### src/rtl/bat_pkg.sv
// ----------------------------------------------------------------------------
// Block allocation table package
// Command and status codes and the transfer payload types of both channels.
// ----------------------------------------------------------------------------
`default_nettype none

package bat_pkg;

  localparam int unsigned IdFieldW      = 16;
  localparam int unsigned StatusW       = 3;
  localparam int unsigned RemovedCountW = 5;

  typedef enum logic [1:0] {
    CMD_ALLOC   = 2'd0,
    CMD_FREE    = 2'd1,
    CMD_COLLECT = 2'd2,
    CMD_LIST    = 2'd3
  } cmd_e;

  typedef enum logic [StatusW-1:0] {
    STATUS_ALLOCATED = 3'd0,
    STATUS_FULL      = 3'd1,
    STATUS_FREED     = 3'd2,
    STATUS_NOT_FOUND = 3'd3,
    STATUS_COLLECTED = 3'd4,
    STATUS_LIST      = 3'd5,
    STATUS_EMPTY     = 3'd6
  } status_e;

  typedef struct packed {
    cmd_e                cmd;
    logic [IdFieldW-1:0] block_id;
  } in_t;

  typedef struct packed {
    status_e                  status;
    logic [IdFieldW-1:0]      entry_id;
    logic                     entry_allocated;
    logic [RemovedCountW-1:0] removed_count;
    logic                     last;
  } out_t;

endpackage

`default_nettype wire

### src/rtl/bat_table.sv
// ----------------------------------------------------------------------------
// Block allocation table record store
// One write port and one read port with registered read data.
// ----------------------------------------------------------------------------
`default_nettype none

module bat_table #(
  parameter int unsigned Depth = 16,
  parameter int unsigned Width = 17,
  localparam int unsigned AddrW = $clog2(Depth)
) (
  input  wire logic             clk_i,
  input  wire logic             we_i,
  input  wire logic [AddrW-1:0] waddr_i,
  input  wire logic [Width-1:0] wdata_i,
  input  wire logic [AddrW-1:0] raddr_i,
  output logic      [Width-1:0] rdata_o
);

  logic [Width-1:0] mem_q [Depth];
  logic [Width-1:0] rdata_q;

  always_ff @(posedge clk_i) begin
    if (we_i) begin
      mem_q[waddr_i] <= wdata_i;
    end
    rdata_q <= mem_q[raddr_i];
  end

  assign rdata_o = rdata_q;

endmodule

`default_nettype wire

### src/rtl/block_allocation_table_unit.sv
// ----------------------------------------------------------------------------
// Block allocation table unit
// Ordered table of block records, newest first, with allocate, free,
// collect and list commands run by a small sequencer over one record store.
// ----------------------------------------------------------------------------
// Usage:
//   The input channel (in_valid_i, in_stall_o, in_data_i) takes one command
//   per transfer. in_stall_o is low only while the sequencer is idle, so one
//   command is worked on at a time. The output channel (out_valid_o,
//   out_stall_i, out_data_o) returns one result per transfer; list returns one
//   result per record, newest first, with last set on the final one.
//   Allocate writes its record and loads its result in state ST_ALLOC;
//   free and collect scan the store record by record (one read, one
//   check, set by the registered read port of the store); list reads
//   and gives out one entry per record. The next command is taken
//   the cycle after the last result is loaded into the output register.
//   Reset clears the record count, so the table comes up empty; the store
//   itself is not cleared. When the receiver stalls, the output register
//   holds its result and the sequencer waits before loading the next one.
// ----------------------------------------------------------------------------
`default_nettype none

module block_allocation_table_unit
  import bat_pkg::*;
#(
  parameter int unsigned TABLE_DEPTH = 16,
  parameter int unsigned ID_BITS     = 16
) (
  input  wire logic clk_i,
  input  wire logic rst_ni,
  input  wire logic in_valid_i,
  output logic      in_stall_o,
  input  wire in_t  in_data_i,
  output logic      out_valid_o,
  input  wire logic out_stall_i,
  output out_t      out_data_o
);

  localparam int unsigned IdW   = (ID_BITS < IdFieldW) ? ID_BITS : IdFieldW;
  localparam int unsigned IdxW  = $clog2(TABLE_DEPTH);
  localparam int unsigned CntW  = $clog2(TABLE_DEPTH + 1);
  localparam int unsigned WordW = IdW + 1;

  typedef enum logic [8:0] {
    ST_IDLE     = 9'b000000001,
    ST_ALLOC    = 9'b000000010,
    ST_FREE_RD  = 9'b000000100,
    ST_FREE_CHK = 9'b000001000,
    ST_COL_RD   = 9'b000010000,
    ST_COL_CHK  = 9'b000100000,
    ST_LIST_RD  = 9'b001000000,
    ST_LIST_OUT = 9'b010000000,
    ST_RESP     = 9'b100000000
  } state_e;

  state_e          state_q, state_d;
  logic [IdxW-1:0] idx_q, idx_d;
  logic [CntW-1:0] count_q, count_d;
  logic [CntW-1:0] kept_q, kept_d;
  logic [CntW-1:0] removed_q, removed_d;
  status_e         status_q, status_d;
  logic [IdW-1:0]  id_q;

  logic             out_valid_q;
  out_t             out_q, out_d;
  logic             out_free;
  logic             load_out;

  logic             mem_we;
  logic [IdxW-1:0]  mem_waddr;
  logic [WordW-1:0] mem_wdata;
  logic [WordW-1:0] mem_rdata;
  logic             rd_mark;
  logic [IdW-1:0]   rd_id;
  logic [31:0]      removed_ext;
  logic             idx_is_last;
  logic             accept;

  bat_table #(
    .Depth (TABLE_DEPTH),
    .Width (WordW)
  ) u_table (
    .clk_i   (clk_i),
    .we_i    (mem_we),
    .waddr_i (mem_waddr),
    .wdata_i (mem_wdata),
    .raddr_i (idx_q),
    .rdata_o (mem_rdata)
  );

  assign rd_mark     = mem_rdata[IdW];
  assign rd_id       = mem_rdata[IdW-1:0];
  assign removed_ext = 32'(removed_q);
  assign idx_is_last = (CntW'(idx_q) + CntW'(1)) == count_q;
  assign in_stall_o  = (state_q != ST_IDLE);
  assign accept      = in_valid_i && !in_stall_o;
  assign out_free    = !out_valid_q || !out_stall_i;

  always_comb begin
    state_d   = state_q;
    idx_d     = idx_q;
    count_d   = count_q;
    kept_d    = kept_q;
    removed_d = removed_q;
    status_d  = status_q;
    mem_we    = 1'b0;
    mem_waddr = idx_q;
    mem_wdata = {1'b0, id_q};
    load_out  = 1'b0;
    out_d     = '0;

    unique case (state_q)
      ST_IDLE: begin
        if (in_valid_i) begin
          idx_d = IdxW'(count_q - CntW'(1));
          unique case (in_data_i.cmd)
            CMD_ALLOC: begin
              state_d = ST_ALLOC;
            end
            CMD_FREE: begin
              if (count_q == '0) begin
                status_d = STATUS_NOT_FOUND;
                state_d  = ST_RESP;
              end else begin
                state_d = ST_FREE_RD;
              end
            end
            CMD_COLLECT: begin
              idx_d     = '0;
              kept_d    = '0;
              removed_d = '0;
              if (count_q == '0) begin
                status_d = STATUS_COLLECTED;
                state_d  = ST_RESP;
              end else begin
                state_d = ST_COL_RD;
              end
            end
            CMD_LIST: begin
              if (count_q == '0) begin
                status_d = STATUS_EMPTY;
                state_d  = ST_RESP;
              end else begin
                state_d = ST_LIST_RD;
              end
            end
          endcase
        end
      end
      ST_ALLOC: begin
        if (out_free) begin
          load_out       = 1'b1;
          out_d.entry_id = IdFieldW'(id_q);
          out_d.last     = 1'b1;
          if (count_q == CntW'(TABLE_DEPTH)) begin
            out_d.status = STATUS_FULL;
          end else begin
            mem_we                = 1'b1;
            mem_waddr             = count_q[IdxW-1:0];
            mem_wdata             = {1'b1, id_q};
            count_d               = count_q + CntW'(1);
            out_d.status          = STATUS_ALLOCATED;
            out_d.entry_allocated = 1'b1;
          end
          state_d = ST_IDLE;
        end
      end
      ST_FREE_RD: begin
        state_d = ST_FREE_CHK;
      end
      ST_FREE_CHK: begin
        // Scan runs from the newest record down; the first live match wins.
        if (rd_mark && (rd_id == id_q)) begin
          mem_we   = 1'b1;
          status_d = STATUS_FREED;
          state_d  = ST_RESP;
        end else if (idx_q == '0) begin
          status_d = STATUS_NOT_FOUND;
          state_d  = ST_RESP;
        end else begin
          idx_d   = idx_q - IdxW'(1);
          state_d = ST_FREE_RD;
        end
      end
      ST_COL_RD: begin
        state_d = ST_COL_CHK;
      end
      ST_COL_CHK: begin
        // Live records are compacted toward slot zero; kept never passes idx.
        if (rd_mark) begin
          mem_we    = 1'b1;
          mem_waddr = kept_q[IdxW-1:0];
          mem_wdata = mem_rdata;
          kept_d    = kept_q + CntW'(1);
        end else begin
          removed_d = removed_q + CntW'(1);
        end
        if (idx_is_last) begin
          count_d  = kept_d;
          status_d = STATUS_COLLECTED;
          state_d  = ST_RESP;
        end else begin
          idx_d   = idx_q + IdxW'(1);
          state_d = ST_COL_RD;
        end
      end
      ST_LIST_RD: begin
        state_d = ST_LIST_OUT;
      end
      ST_LIST_OUT: begin
        if (out_free) begin
          load_out              = 1'b1;
          out_d.status          = STATUS_LIST;
          out_d.entry_id        = IdFieldW'(rd_id);
          out_d.entry_allocated = rd_mark;
          out_d.last            = (idx_q == '0);
          if (idx_q == '0) begin
            state_d = ST_IDLE;
          end else begin
            idx_d   = idx_q - IdxW'(1);
            state_d = ST_LIST_RD;
          end
        end
      end
      ST_RESP: begin
        if (out_free) begin
          load_out     = 1'b1;
          out_d.status = status_q;
          out_d.last   = 1'b1;
          if (status_q == STATUS_COLLECTED) begin
            out_d.removed_count = removed_ext[RemovedCountW-1:0];
          end
          if (status_q == STATUS_FREED || status_q == STATUS_NOT_FOUND) begin
            out_d.entry_id = IdFieldW'(id_q);
          end
          state_d = ST_IDLE;
        end
      end
      default: begin
        state_d = ST_IDLE;
      end
    endcase
  end

  always_ff @(posedge clk_i or negedge rst_ni) begin
    if (!rst_ni) begin
      state_q     <= ST_IDLE;
      count_q     <= '0;
      out_valid_q <= 1'b0;
    end else begin
      state_q <= state_d;
      count_q <= count_d;
      if (load_out) begin
        out_valid_q <= 1'b1;
      end else if (!out_stall_i) begin
        out_valid_q <= 1'b0;
      end
    end
  end

  always_ff @(posedge clk_i) begin
    idx_q     <= idx_d;
    kept_q    <= kept_d;
    removed_q <= removed_d;
    status_q  <= status_d;
    if (accept) begin
      id_q <= in_data_i.block_id[IdW-1:0];
    end
    if (load_out) begin
      out_q <= out_d;
    end
  end

  assign out_valid_o = out_valid_q;
  assign out_data_o  = out_q;

  // Checks on the sequencer.
  assert property (@(posedge clk_i) disable iff (!rst_ni) $onehot(state_q))
    else $error("sequencer state is not one-hot");

  assert property (@(posedge clk_i) disable iff (!rst_ni)
    count_q <= CntW'(TABLE_DEPTH))
    else $error("record count exceeds table depth");

  assert property (@(posedge clk_i) disable iff (!rst_ni)
    accept |=> (state_q != ST_IDLE))
    else $error("accepted command did not start the sequencer");

  assert property (@(posedge clk_i) disable iff (!rst_ni)
    (state_q == ST_COL_CHK) |-> (kept_q <= CntW'(idx_q)))
    else $error("collect write pointer passed the read pointer");

  assert property (@(posedge clk_i) disable iff (!rst_ni)
    load_out |-> out_free)
    else $error("output register overwritten while stalled");

endmodule

`default_nettype wire
### config.mk
export PLATFORM = sky130hd
export DESIGN_NAME = block_allocation_table_unit
export DESIGN_NICKNAME = d
export VERILOG_FILES = /design/src/rtl/bat_pkg.sv /design/src/rtl/bat_table.sv /design/src/rtl/block_allocation_table_unit.sv
export SDC_FILE = /design/constraint.sdc
export NUM_CORES = 1
export LEC_CHECK = 0
export ABC_AREA = 1
export BUFFER_PORTS_ARGS = -buffer_cell sky130_fd_sc_hd__buf_2
export CORE_MARGIN = 2
export CORE_UTILIZATION = 45
export DETAILED_ROUTE_END_ITERATION = 8
export PLACE_DENSITY = 0.66
export SLEW_MARGIN = 20
export SYNTH_ARGS = -nofsm -noshare
export SYNTH_HDL_FRONTEND = slang
export SYNTH_SLANG_ARGS = --single-unit
### constraint.sdc
create_clock -name clk_i -period 8.6 [get_ports clk_i]
set_clock_uncertainty 0.2 [all_clocks]
set_input_delay 2.15 -clock clk_i [delete_from_list [all_inputs] [get_ports clk_i]]
set_output_delay 2.15 -clock clk_i [all_outputs]
set_load 0.005 [all_outputs]
Yosys cells after proc, flatten, opt, wreduce, memory -nomap -nowiden
Memory sizes are Yosys's and may differ from the RTL's. A register that Yosys moved wholly into a read port is not among the register bits.
Cells that the tools add are included.
Widths: inputs -> output; s select.
{"block": "word_totals", "out_inout_bits": 28, "word_cells": 146, "n_memories": 1, "ramBits": 272, "inputBits": 22, "register_bits": 74}
{"block": "op_classes", "n_reduce_logical": 23, "mux": 67, "n_eq_ne": 35, "add_sub_neg": 7}
{"memory": "u_table.mem_q", "words": 16, "word_bits": 17, "rd": 1, "rd_ports_with_merged_regs": 1, "wr": 1, "line": "bat_table.sv:20", "text": "logic [Width-1:0] mem_q [Depth];"}
{"operator": "$mux 9", "n": 9}
{"operator": "$pmux 9 s8", "n": 1}
{"operator": "$pmux 19 s3", "n": 1}
{"operator": "$mux 17", "n": 3}
{"operator": "$mux 20", "n": 2}
{"operator": "$mux 4", "n": 9}
{"operator": "$pmux 9 s4", "n": 1}
{"operator": "$mux 5", "n": 7}
{"operator": "$pmux 17 s2", "n": 1}
{"operator": "$pmux 5 s2", "n": 3}
{"operator": "$mux 3", "n": 7}
{"operator": "$mux 19", "n": 1}
{"operator": "$pmux 3 s3", "n": 2}
{"operator": "$eq 16x16->1", "n": 1}
{"operator": "$mux 16", "n": 1}
{"operator": "$ne 2x2->1 const B", "n": 8}
{"operator": "$pmux 4 s4", "n": 1}
{"operator": "$add 5x1->5 const B", "n": 3}
{"operator": "$mux 1", "n": 13}
{"operator": "$ne 3x3->1 const B", "n": 4}
{"operator": "$eq 9x1->1 const B", "n": 1}
{"operator": "$eq 9x2->1 const B", "n": 1}
{"operator": "$eq 9x3->1 const B", "n": 1}
{"operator": "$eq 9x4->1 const B", "n": 1}
{"operator": "36 further kinds", "n": 50}

Longest topological paths before layout
Gate-level depths: netlist of run 1.
{"block": "depth", "word_depth": 6, "mapped_depth": 13, "ltp_nobuf": 12}

By module
From an unflattened synthesis of run 1, not the netlist that was laid out.
{"block": "unflattened", "hier_cells": 1676, "area_unflattened_um2": 16509.6}
{"mod": "bat_table", "instances": 1, "cells_per_inst": 1139, "area_each_um2": 12027.8, "seq_area_each_um2": 8508.2}
{"mod": "block_allocation_table_unit", "instances": 1, "cells_per_inst": 537, "area_each_um2": 4481.8, "seq_area_each_um2": 2148.3}

Least setup slack after synthesis of run 1
No wires, ideal clock.
{"block": "synth_timing", "path_type": "input-to-reg", "from": "input port out_stall_i", "to": "memory u_table.mem_q[0][0], enable pin", "setup_ns": 0.390, "stages": 8, "t_arrival_ns": 3.738, "required_ns": 8.010, "path_buffers": 1, "slack_ns": 4.271, "cell_sequence": "nand2_1 -> clkbuf_1 -> nand3_1 -> nand3_1 -> nand3_1 -> inv_1 -> nand3_1 -> nor2_1"}
{"block": "synth_via", "elab_chain_cells": 6, "elab_cells_between_ends": 8}
{"item": "start: declaration", "line": "block_allocation_table_unit.sv:35", "text": "input wire logic out_stall_i,"}
{"item": "$logic_not 1->1 *"}
{"item": "$logic_or 1x1->1 *", "line": "block_allocation_table_unit.sv:97", "text": "assign out_free = !out_valid_q || !out_stall_i;"}
{"item": "$mux 1", "line": "block_allocation_table_unit.sv:151", "text": "if (out_free) begin"}
{"item": "$pmux 1 s3", "line": "block_allocation_table_unit.sv:112", "text": "unique case (state_q)"}
{"item": "$mux 1", "line": "bat_table.sv:24", "text": "if (we_i) begin"}
{"item": "$mux 1 (implied by the code)", "line": "bat_table.sv:25", "text": "mem_q[waddr_i] <= wdata_i;"}
{"item": "end: declaration", "line": "bat_table.sv:20"}
Mark *: on every way between the ends. The rest lies on a longest branch, timed or not.

Worst setup path in the final report of run 1
{"block": "layout_timing", "from": "input port out_stall_i", "to": "memory u_table.mem_q[11][2], enable pin"}
Same word-level chain as after synthesis.

==> flow_summary.json, run 1 <==
{
  "fmax_mhz": 214,
  "worstSetupEndpointType": "flop",
  "rows": 68,
  "root_buffer": "clkbuf_16",
  "grt.met1_usage_pct": 31.5,
  "r2r_cells": 9,
  "drc": 0,
  "arrival_ns": 4.61,
  "n_antenna_cell": 0,
  "r2r-start": "state_q[8]",
  "die_height_um": 190,
  "post-cts-setup-buffer-count": 0,
  "critical-path-slowest-cell": "nor2_2",
  "areaGrowthSynthToFinish_pct": 12.5,
  "cts-buffers-inserted": 37,
  "hpwl_um": 26100,
  "power_density_nw_per_um2": 334,
  "cp_max_fo": 30,
  "cpPeakStageDelay_ns": 0.84,
  "regToRegSetupSlack_ns": 4.86,
  "holdCritPathClass": "flop to flop",
  "synth-async-reset-ratio_pct": 4.13,
  "p_total_mw": 5.85,
  "yosysTopAreaCellShare_pct": 63.7,
  "grt_pass1_vias": 10300,
  "startpoint_type": "input port",
  "path_clk_slew_ns": 0.06,
  "final_hold_viol_count": 0,
  "synth-edff-count": 331,
  "synth-compound-area-share_pct": 9.52,
  "path_cells": "buf_2 > nand2_1 > buf_4 > nand2_1 > inv_1 > nand2_2 > nand2_2 > inv_1 > nand2_1 > nand3_1 > nor2_2",
  "clk_path_buf_depth": 3,
  "status": "finished, final reports clean",
  "antenna_found_initial": 1,
  "synth_top_family_by_area": "simple AND/OR/NAND/NOR gates",
  "cp.required_ns": 8.54,
  "yosys_warnings": 0,
  "critPathTopFamily": "simple AND/OR/NAND/NOR gates",
  "synth_top_area_cell": "edfxtp_1",
  "synthMuxAreaShare_pct": 0.128,
  "finalWirelength_um": 40100,
  "finalSetupTns_ns": 0,
  "worstSetupPathDepth": 11,
  "met3_usage_pct": 3.82,
  "synthAdderAreaFrac_pct": 1.25,
  "reg2reg_to": "u_table.mem_q[11][2]",
  "cp_common_cell": "nand2_1",
  "fp.coreArea_um2": 34400,
  "pin_count": 50,
  "ys_types": 42,
  "cp_num_buf_inv": 4,
  "yosysMostFrequentCell": "edfxtp_1",
  "portBuffers": 49,
  "netlist_top_cells_count": "edfxtp_1 (331), nand2_1 (271), nor2_1 (150)",
  "vias": 10900,
  "die_area_um2": 36200,
  "setup_viol": 0,
  "postSynth.topFlopCell": "edfxtp_1",
  "grt_busiest_layer": "met2",
  "synth_xor_area_share_pct": 0.898,
  "overflow": 0,
  "cts_hold_buf": 0,
  "grt_start_max_net_pins": 87,
  "synthSimpleGateAreaFrac_pct": 15.6,
  "ir_drop_mv": 0.195,
  "gp_congestion": 0.976,
  "drt_iter0_drc": 1370,
  "grt_pass1_wl_um": 60600,
  "dr.pass1.iters": 5,
  "timing.final.crit_share_pct": 54.2,
  "slew_headroom_pct": 30.9,
  "period_needed_ns": 4.66,
  "track_usage_pct": 22.2,
  "crit_start": "out_stall_i",
  "htreeDepth": 2,
  "register_area_um2": 10700,
  "fill_cells": 3016,
  "rsz0062_at_grt": "no",
  "clk_latency_ns": 0.54,
  "maxCapViolations": 0,
  "ant_nets": 0,
  "syn_area_um2": 15600,
  "synth_area_leaders": "edfxtp_1 (64%), nand2_1 (6.5%), o21ai_0 (4.5%)",
  "nNetsFinal": 1485,
  "critical_path_class": "input port to flop",
  "endpoint": "u_table.mem_q[11][2]",
  "worstMarginPinSlew_ns": 1.03,
  "start_util_pct": 45.4,
  "grt_util_met2_pct": 33.8,
  "yosysSeqAreaShare_pct": 68.3,
  "cts_tree": "built",
  "clock_sinks": 363,
  "leakagePower_nw": 6.63,
  "syn_area_per_cell_um2": 11.2,
  "wire_per_inst_um": 20.8,
  "post_cts_resized": 0,
  "syn_nets": 1435,
  "multi_input_area_um2": 4310,
  "synth_cells": 1398,
  "layout-drive-gt1-share_pct": 11.3,
  "final_max_slew_viol_count": 0,
  "viasPerCell": 5.64,
  "die_w_um": 190,
  "ys_ff_latch": 363
}
sequential cells by signal, summed over array words and instances, names as in the netlist, 4 cells and up:
signal           count
u_table.mem_q      272
out_data_o          26
u_table.rdata_o     17
id_q                16
state_q              9
count_q              5
kept_q               5
removed_q            5
idx_q                4
placed cells by master (no fill, tap or decap), types with 3 or more instances in the layout:
cell type	netlist	layout
a21oi_1	55	55
a221oi_1	19	19
buf_2	25	49
buf_4	0	27
bufinv_16	0	3
clkbuf_1	33	12
clkbuf_16	0	37
clkbuf_8	0	3
clkinv_1	1	5
clkinv_2	1	5
dfrtp_1	14	14
dfxtp_1	17	17
edfxtp_1	331	331
ha_1	14	14
inv_1	98	97
nand2_1	271	271
nand2_2	8	8
nand3_1	95	95
nand4_1	25	25
nor2_1	150	135
nor2_2	2	17
nor3_1	12	12
o21ai_0	141	141
o21ai_1	8	8
o221ai_1	12	12
o22ai_1	22	22
xnor2_1	6	6
xor2_1	10	10
layer usage:
| metal | part of all wire [%] | vias to the layer above | routed length [µm] |
|---|---|---|---|
| met1 | 44 | 5302 | 17400 |
| met2 | 44 | 472 | 17700 |
| met4 | 4.2 | 0 | 1700 |
| met5 | 0 | - | 0 |
| met3 | 8.0 | 82 | 3200 |
| li1 | - | 5044 | - |
area by class of cell:
cell class	instances	share of cell area (%)
clock inverter	15	0.963
tap	455	3.24
inverter	102	2.20
sequential	363	60.7
timing repair buffer	76	2.55
multi-input combinational	868	24.5
clock buffer	52	5.77
through the flow:
step | utilization [%] | std cells | instance area [µm²] | hold WS, ns | setup slack (ns)
after floorplan | - | 1398 | 15600 | 0.275 | 4.27
after global placement | 47.6 | 1864 | 16400 | 0.291 | 3.54
after detailed placement | 47.6 | 1864 | 16400 | 0.318 | 3.42
after CTS | 51.0 | 1931 | 17500 | 0.332 | 3.97
after global routing | 51.0 | 1931 | 17500 | 0.334 | 3.72
final | 51.0 | 1931 | 17500 | 0.334 | 3.94
worst min-delay path by stage:
stage	startpoint	to	slack (ns)	cells past startpoint
after global placement	state_q[3]	state_q[3]	0.29	1
final	state_q[3]	state_q[3]	0.33	1
after detailed placement	state_q[3]	state_q[3]	0.32	1
after global routing	state_q[3]	state_q[3]	0.33	1
after floorplan	state_q[3]	state_q[3]	0.28	1
after CTS	state_q[3]	state_q[3]	0.33	1
report_power, final:
| group | total [mW] | internal, mW | leakage [nW] | switching (mW) |
|---|---|---|---|---|
| Sequential | 2.29 | 2.18 | 3.36 | 0.114 |
| Combinational | 1.98 | 0.520 | 2.70 | 1.46 |
| Clock | 1.58 | 0.919 | 0.579 | 0.662 |
cell families after synthesis:
| kind of cell | count (synthesis) |
|---|---|
| simple gates | 573 |
| mux | 2 |
| buf+inv | 167 |
| compound gates | 262 |
| fa+ha+maj | 15 |
| flops | 363 |
| xor+xnor | 16 |
Power figures use the tool's default switching activity.
==> inputs of run 2 (changes only) <==
- ABC_AREA: 1 -> 0
- PLACE_DENSITY: 0.66 -> 0.68
- clock period: 8.6 -> 3.95 ns (I/O delays scaled with it)
==> run 2 against run 1 <==
Compared with the run above: final area shrank 1.4%; flip-flop and latch count did not move; power increased by 110%; global-route usage is 4.1 points lower; clock power up 120%; register-to-register slack got worse by 4.4 ns; non-clock buffer count up 17; final cell count shrank 23%; combinational power grew 75%.
==> flow_summary.json, run 2 <==
{
  "status": "finished, final reports clean",
  "cts-buffers-inserted": 38,
  "grt_pass1_wl_um": 49100,
  "cp.required_ns": 2.76,
  "post-cts-setup-buffer-count": 0,
  "yosysMostFrequentCell": "edfxtp_1",
  "r2r-start": "state_q[5]",
  "cpPeakStageDelay_ns": 0.74,
  "synth_area_leaders": "edfxtp_1 (66%), mux4_2 (5.1%), mux2i_1 (3.7%)",
  "die_w_um": 187,
  "final_hold_viol_count": 0,
  "ys_types": 69,
  "rows": 67,
  "antenna_found_initial": 0,
  "critical_path_class": "flop to primary output",
  "pin_count": 50,
  "overflow": 0,
  "post_cts_resized": 0,
  "root_buffer": "clkbuf_16",
  "cts_hold_buf": 0,
  "final_max_slew_viol_count": 0,
  "fp.coreArea_um2": 33300,
  "ant_nets": 0,
  "yosysTopAreaCellShare_pct": 65.9,
  "final_common_cell": "edfxtp_1",
  "ir_drop_mv": 0.317,
  "path_cells": "or4_1 > or4_1 > buf_2",
  "drt_iter0_drc": 830,
  "htreeDepth": 2,
  "worstMarginPinSlew_ns": 0.855,
  "syn_area_um2": 15100,
  "power_density_nw_per_um2": 693,
  "track_usage_pct": 18.2,
  "mostFrequentLayoutCells": "edfxtp_1 (331), mux2i_1 (56), buf_2 (49)",
  "n_antenna_cell": 0,
  "finalWirelength_um": 31500,
  "clock_sinks": 363,
  "finalSetupTns_ns": 0,
  "rsz0062_at_grt": "no",
  "postSynth.topFlopCell": "edfxtp_1",
  "clk_latency_ns": 0.54,
  "layout-drive-gt1-share_pct": 24.6,
  "synth_top_area_cell": "edfxtp_1",
  "areaGrowthSynthToFinish_pct": 14.7,
  "grt_pass1_vias": 8275,
  "synth-async-reset-ratio_pct": 4.13,
  "setup_viol": 0,
  "p_total_mw": 12.0,
  "holdCritPathClass": "input port to asynchronous set/reset pin",
  "synth-edff-count": 331,
  "portBuffers": 49,
  "startpoint_type": "flop",
  "crit_start": "state_q[5]",
  "yosys_warnings": 0,
  "path_clk_slew_ns": 0.06,
  "dr.pass1.iters": 7,
  "wire_per_inst_um": 21.2,
  "cts_tree": "built",
  "cp_common_cell": "or4_1",
  "vias": 8297,
  "netlist_top_cells_count": "edfxtp_1 (331), mux2i_1 (56), o21ai_0 (47)",
  "gp_congestion": 0.825,
  "start_util_pct": 45.3,
  "maxCapViolations": 0,
  "drc": 0,
  "viasPerCell": 5.58,
  "hpwl_um": 21500,
  "arrival_ns": 2.63,
  "period_needed_ns": 3.81,
  "worstSetupEndpointType": "primary output",
  "die_area_um2": 35000,
  "slew_headroom_pct": 42.2,
  "yosysSeqAreaShare_pct": 70.6,
  "synth_cells": 926,
  "cp_max_fo": 7,
  "syn_nets": 963,
  "largest_reg_flops": 272,
  "nNetsFinal": 1049,
  "regMostFlops": "u_table.mem_q",
  "critPathTopFamily": "simple AND/OR/NAND/NOR gates",
  "timing.final.crit_share_pct": 96.5,
  "grt_start_max_net_pins": 60,
  "fmax_mhz": 262,
  "ys_ff_latch": 363,
  "cp_num_buf_inv": 1,
  "syn_area_per_cell_um2": 16.3,
  "clk_path_buf_depth": 3,
  "critical-path-slowest-cell": "or4_1",
  "leakagePower_nw": 6.00,
  "die_height_um": 187
}
## run 2: changes by cell type in the layout (fill, tap and decap cells not counted), moves of 54 or more
cell,previous run,this run
nand2_1,271,46
nor2_1,135,26
o21ai_0,141,47
inv_1,97,13
nand3_1,95,13
mux2i_1,2,56
## run 2: kinds of logic (layout without fill, tap and decap cells)
family | after synthesis | count (layout) | share of synthesized area [%]
adder cells (fa/ha/maj) | 15 | 15 | 1.29
AND/OR/NAND/NOR | 171 | 171 | 6.04
flip-flops | 363 | 363 | 70.6
buffers and inverters | 60 | 173 | 1.62
multiplexers | 124 | 124 | 11.3
XOR/XNOR | 35 | 35 | 2.03
AO/OA/AOI/OAI | 158 | 158 | 7.08
## run 2: stage by stage
step,util [%],cells,setup WS (ns),hold slack [ns],instance area (µm²)
after floorplan,-,926,0.379,0.325,15100
after global placement,48.4,1420,0.521,0.366,16100
after detailed placement,48.4,1420,0.409,0.367,16100
after CTS,52.0,1487,0.138,0.181,17300
after global routing,52.0,1487,0.0817,0.202,17300
final,52.0,1487,0.136,0.179,17300
## run 2: metal layers
layer	routed length (µm)	GRT usage [%]	share of wire, %
met3	2180	3.23	6.9
met2	14500	28.5	46
met4	627	4.73	2.0
met1	14200	26.4	45
met5	0	0	0
## run 2: worst register-to-register path, stage by stage (launching register included)
cell	delay [ns]
dfrtp_1	0.44
or4_1	0.69
nor3_2	0.30
nand2_2	0.22
o31ai_2	0.46
nand3_1	0.36
nor2_2	0.19
buf_4	0.27
## run 2: worst paths after layout
check	endpoint	slack, ns	cells after the start
min in group clk_i	out_data_o[5]	0.38	1
hold reg to reg	out_data_o[5]	0.38	1
max in group asynchronous	state_q[0]	3.05	1
setup / recovery	in_stall_o	0.14	3
setup reg to reg	u_table.mem_q[9][0]	0.47	7
hold / removal	state_q[2]	0.18	1
## run 2: area by class of cell
| cell class | instances | area (µm²) |
|---|---|---|
| flip-flops and latches | 363 | 10700 |
| inverters | 13 | 48.8 |
| multi-input cells | 503 | 4240 |
| repair buffers | 93 | 588 |
| well taps | 448 | 561 |
| clock inverters | 20 | 233 |
| clock buffers | 47 | 985 |
| fillers | 2642 | 16000 |
## run 2: power breakdown
group,internal (mW),switching [mW]
Clock,2.00,1.45
Combinational,1.35,2.12
Sequential,4.76,0.328
Total,8.10,3.90
==> inputs of run 3 (changes only) <==
- PLACE_DENSITY: 0.68 -> default
==> run 3 against run 2 <==
Compared with the run above: clock power barely moved; flip-flop and latch count unchanged; power about the same; critical endpoint unchanged; via count shrank 0.70%.
==> flow_summary.json, run 3 (synthesis results as in run 2) <==
{
  "path_clk_slew_ns": 0.06,
  "clock_sinks": 363,
  "final_util_pct": 51.9,
  "cts_hold_buf": 0,
  "crit_start": "state_q[5]",
  "p_clk_share_pct": 28.5,
  "critical_path_class": "flop to primary output",
  "fp.coreArea_um2": 33300,
  "p_sw_share_pct": 32.5,
  "seq_power_share_pct": 42.2,
  "reg2reg_to": "u_table.mem_q[11][1]",
  "regMostFlops": "u_table.mem_q",
  "overflow": 0,
  "startpoint_type": "flop",
  "antenna_found_initial": 0,
  "grt_start_max_net_pins": 97,
  "clk_latency_ns": 0.52,
  "timing.final.crit_share_pct": 95.5,
  "period_needed_ns": 3.77,
  "maxCapViolations": 0,
  "grt_pass1_wl_um": 50200,
  "post_cts_resized": 0,
  "dpl.cell_count": 1417,
  "ant_nets": 0,
  "areaGrowthSynthToFinish_pct": 14.4,
  "p_total_mw": 12.0,
  "hpwl_um": 22500,
  "r2r_cells": 7,
  "die_area_um2": 35000,
  "p_comb_share_pct": 29.3,
  "status": "finished, final reports clean",
  "fin_ws_ns": 0.177,
  "wire_per_inst_um": 22.1,
  "r2r-start": "state_q[5]",
  "regToRegSetupSlack_ns": 0.54,
  "track_usage_pct": 18.9,
  "rsz0062_at_grt": "no",
  "hold_ws_ns": 0.184,
  "power_density_nw_per_um2": 695,
  "die_height_um": 187,
  "cp.required_ns": 2.76,
  "drc": 0,
  "pin_count": 50,
  "die_w_um": 187,
  "finalSetupTns_ns": 0,
  "worstMarginPinSlew_ns": 1.02,
  "holdCritPathClass": "input port to asynchronous set/reset pin",
  "cp_max_fo": 7,
  "arrival_ns": 2.59,
  "gp_congestion": 0.838,
  "fmax_mhz": 265,
  "finalWirelength_um": 32800,
  "drt_iter0_drc": 733,
  "nNetsFinal": 1046,
  "dr.pass1.iters": 5,
  "cts_tree": "built",
  "place_area_um2": 16100,
  "worstSetupEndpointType": "primary output",
  "largest_reg_flops": 272,
  "root_buffer": "clkbuf_16",
  "clk_path_buf_depth": 3,
  "final_common_cell": "edfxtp_1",
  "p_sw_mw": 3.90,
  "vias": 8239,
  "final_hold_viol_count": 0,
  "n_antenna_cell": 0,
  "ir_drop_mv": 0.427,
  "viasPerCell": 5.55,
  "fin_area_um2": 17300,
  "grt_pass1_vias": 8256,
  "internal-power_mw": 8.10,
  "mostFrequentLayoutCells": "edfxtp_1 (331), mux2i_1 (56), buf_2 (49)",
  "rows": 67,
  "layout-drive-gt1-share_pct": 24.6,
  "post-cts-setup-buffer-count": 0,
  "portBuffers": 49,
  "stdcell_count": 1484,
  "cts-buffers-inserted": 38,
  "slew_headroom_pct": 32.3,
  "htreeDepth": 2,
  "final_max_slew_viol_count": 0,
  "setup_viol": 0,
  "start_util_pct": 45.3,
  "dp_slack_ns": 0.510,
  "leakagePower_nw": 5.98
}
[run 3: cell type report]
| class | count | area (µm²) |
|---|---|---|
| Inverter | 13 | 48.8 |
| Sequential cell | 363 | 10700 |
| Clock inverter | 23 | 195 |
| Timing Repair Buffer | 90 | 566 |
| Fill cell | 2724 | 16000 |
| Tap cell | 448 | 561 |
| Clock buffer | 44 | 1000 |
| Multi-Input combinational cell | 503 | 4240 |
[run 3: worst max-delay path by stage]
stage                                 endpoint  slack [ns]  cells after the start
final                               in_stall_o        0.18                      3
after global routing                in_stall_o        0.10                      3
after CTS                           in_stall_o        0.16                      3
after detailed placement  u_table.mem_q[11][2]        0.51                      8
after global placement     u_table.mem_q[9][2]        0.59                      8
after floorplan            u_table.mem_q[1][0]        0.38                      7
[run 3: critical path, stage by stage, from the launching register on]
cell     delay [ns]
dfrtp_1        0.43
or4_1          0.69
or4_1          0.73
buf_2          0.22
[run 3: power by group through the flow]
stage	Clock [mW]	Combinational, mW	Sequential (mW)
2_1_floorplan	0	2.48	5.00
3_3_place_gp	0	3.50	5.14
3_5_place_dp	0	3.53	5.14
4_1_cts	3.50	3.54	5.07
5_1_grt	3.66	3.81	5.11
6_report	3.42	3.51	5.07
[run 3: metal layers]
| layer | vias up | track usage, % | share of wire [%] |
|---|---|---|---|
| met5 | - | 0 | 0 |
| met4 | 0 | 4.73 | 1.9 |
| li1 | 3818 | - | - |
| met2 | 235 | 29.1 | 46 |
| met3 | 44 | 3.13 | 5.3 |
| met1 | 4142 | 28.2 | 47 |
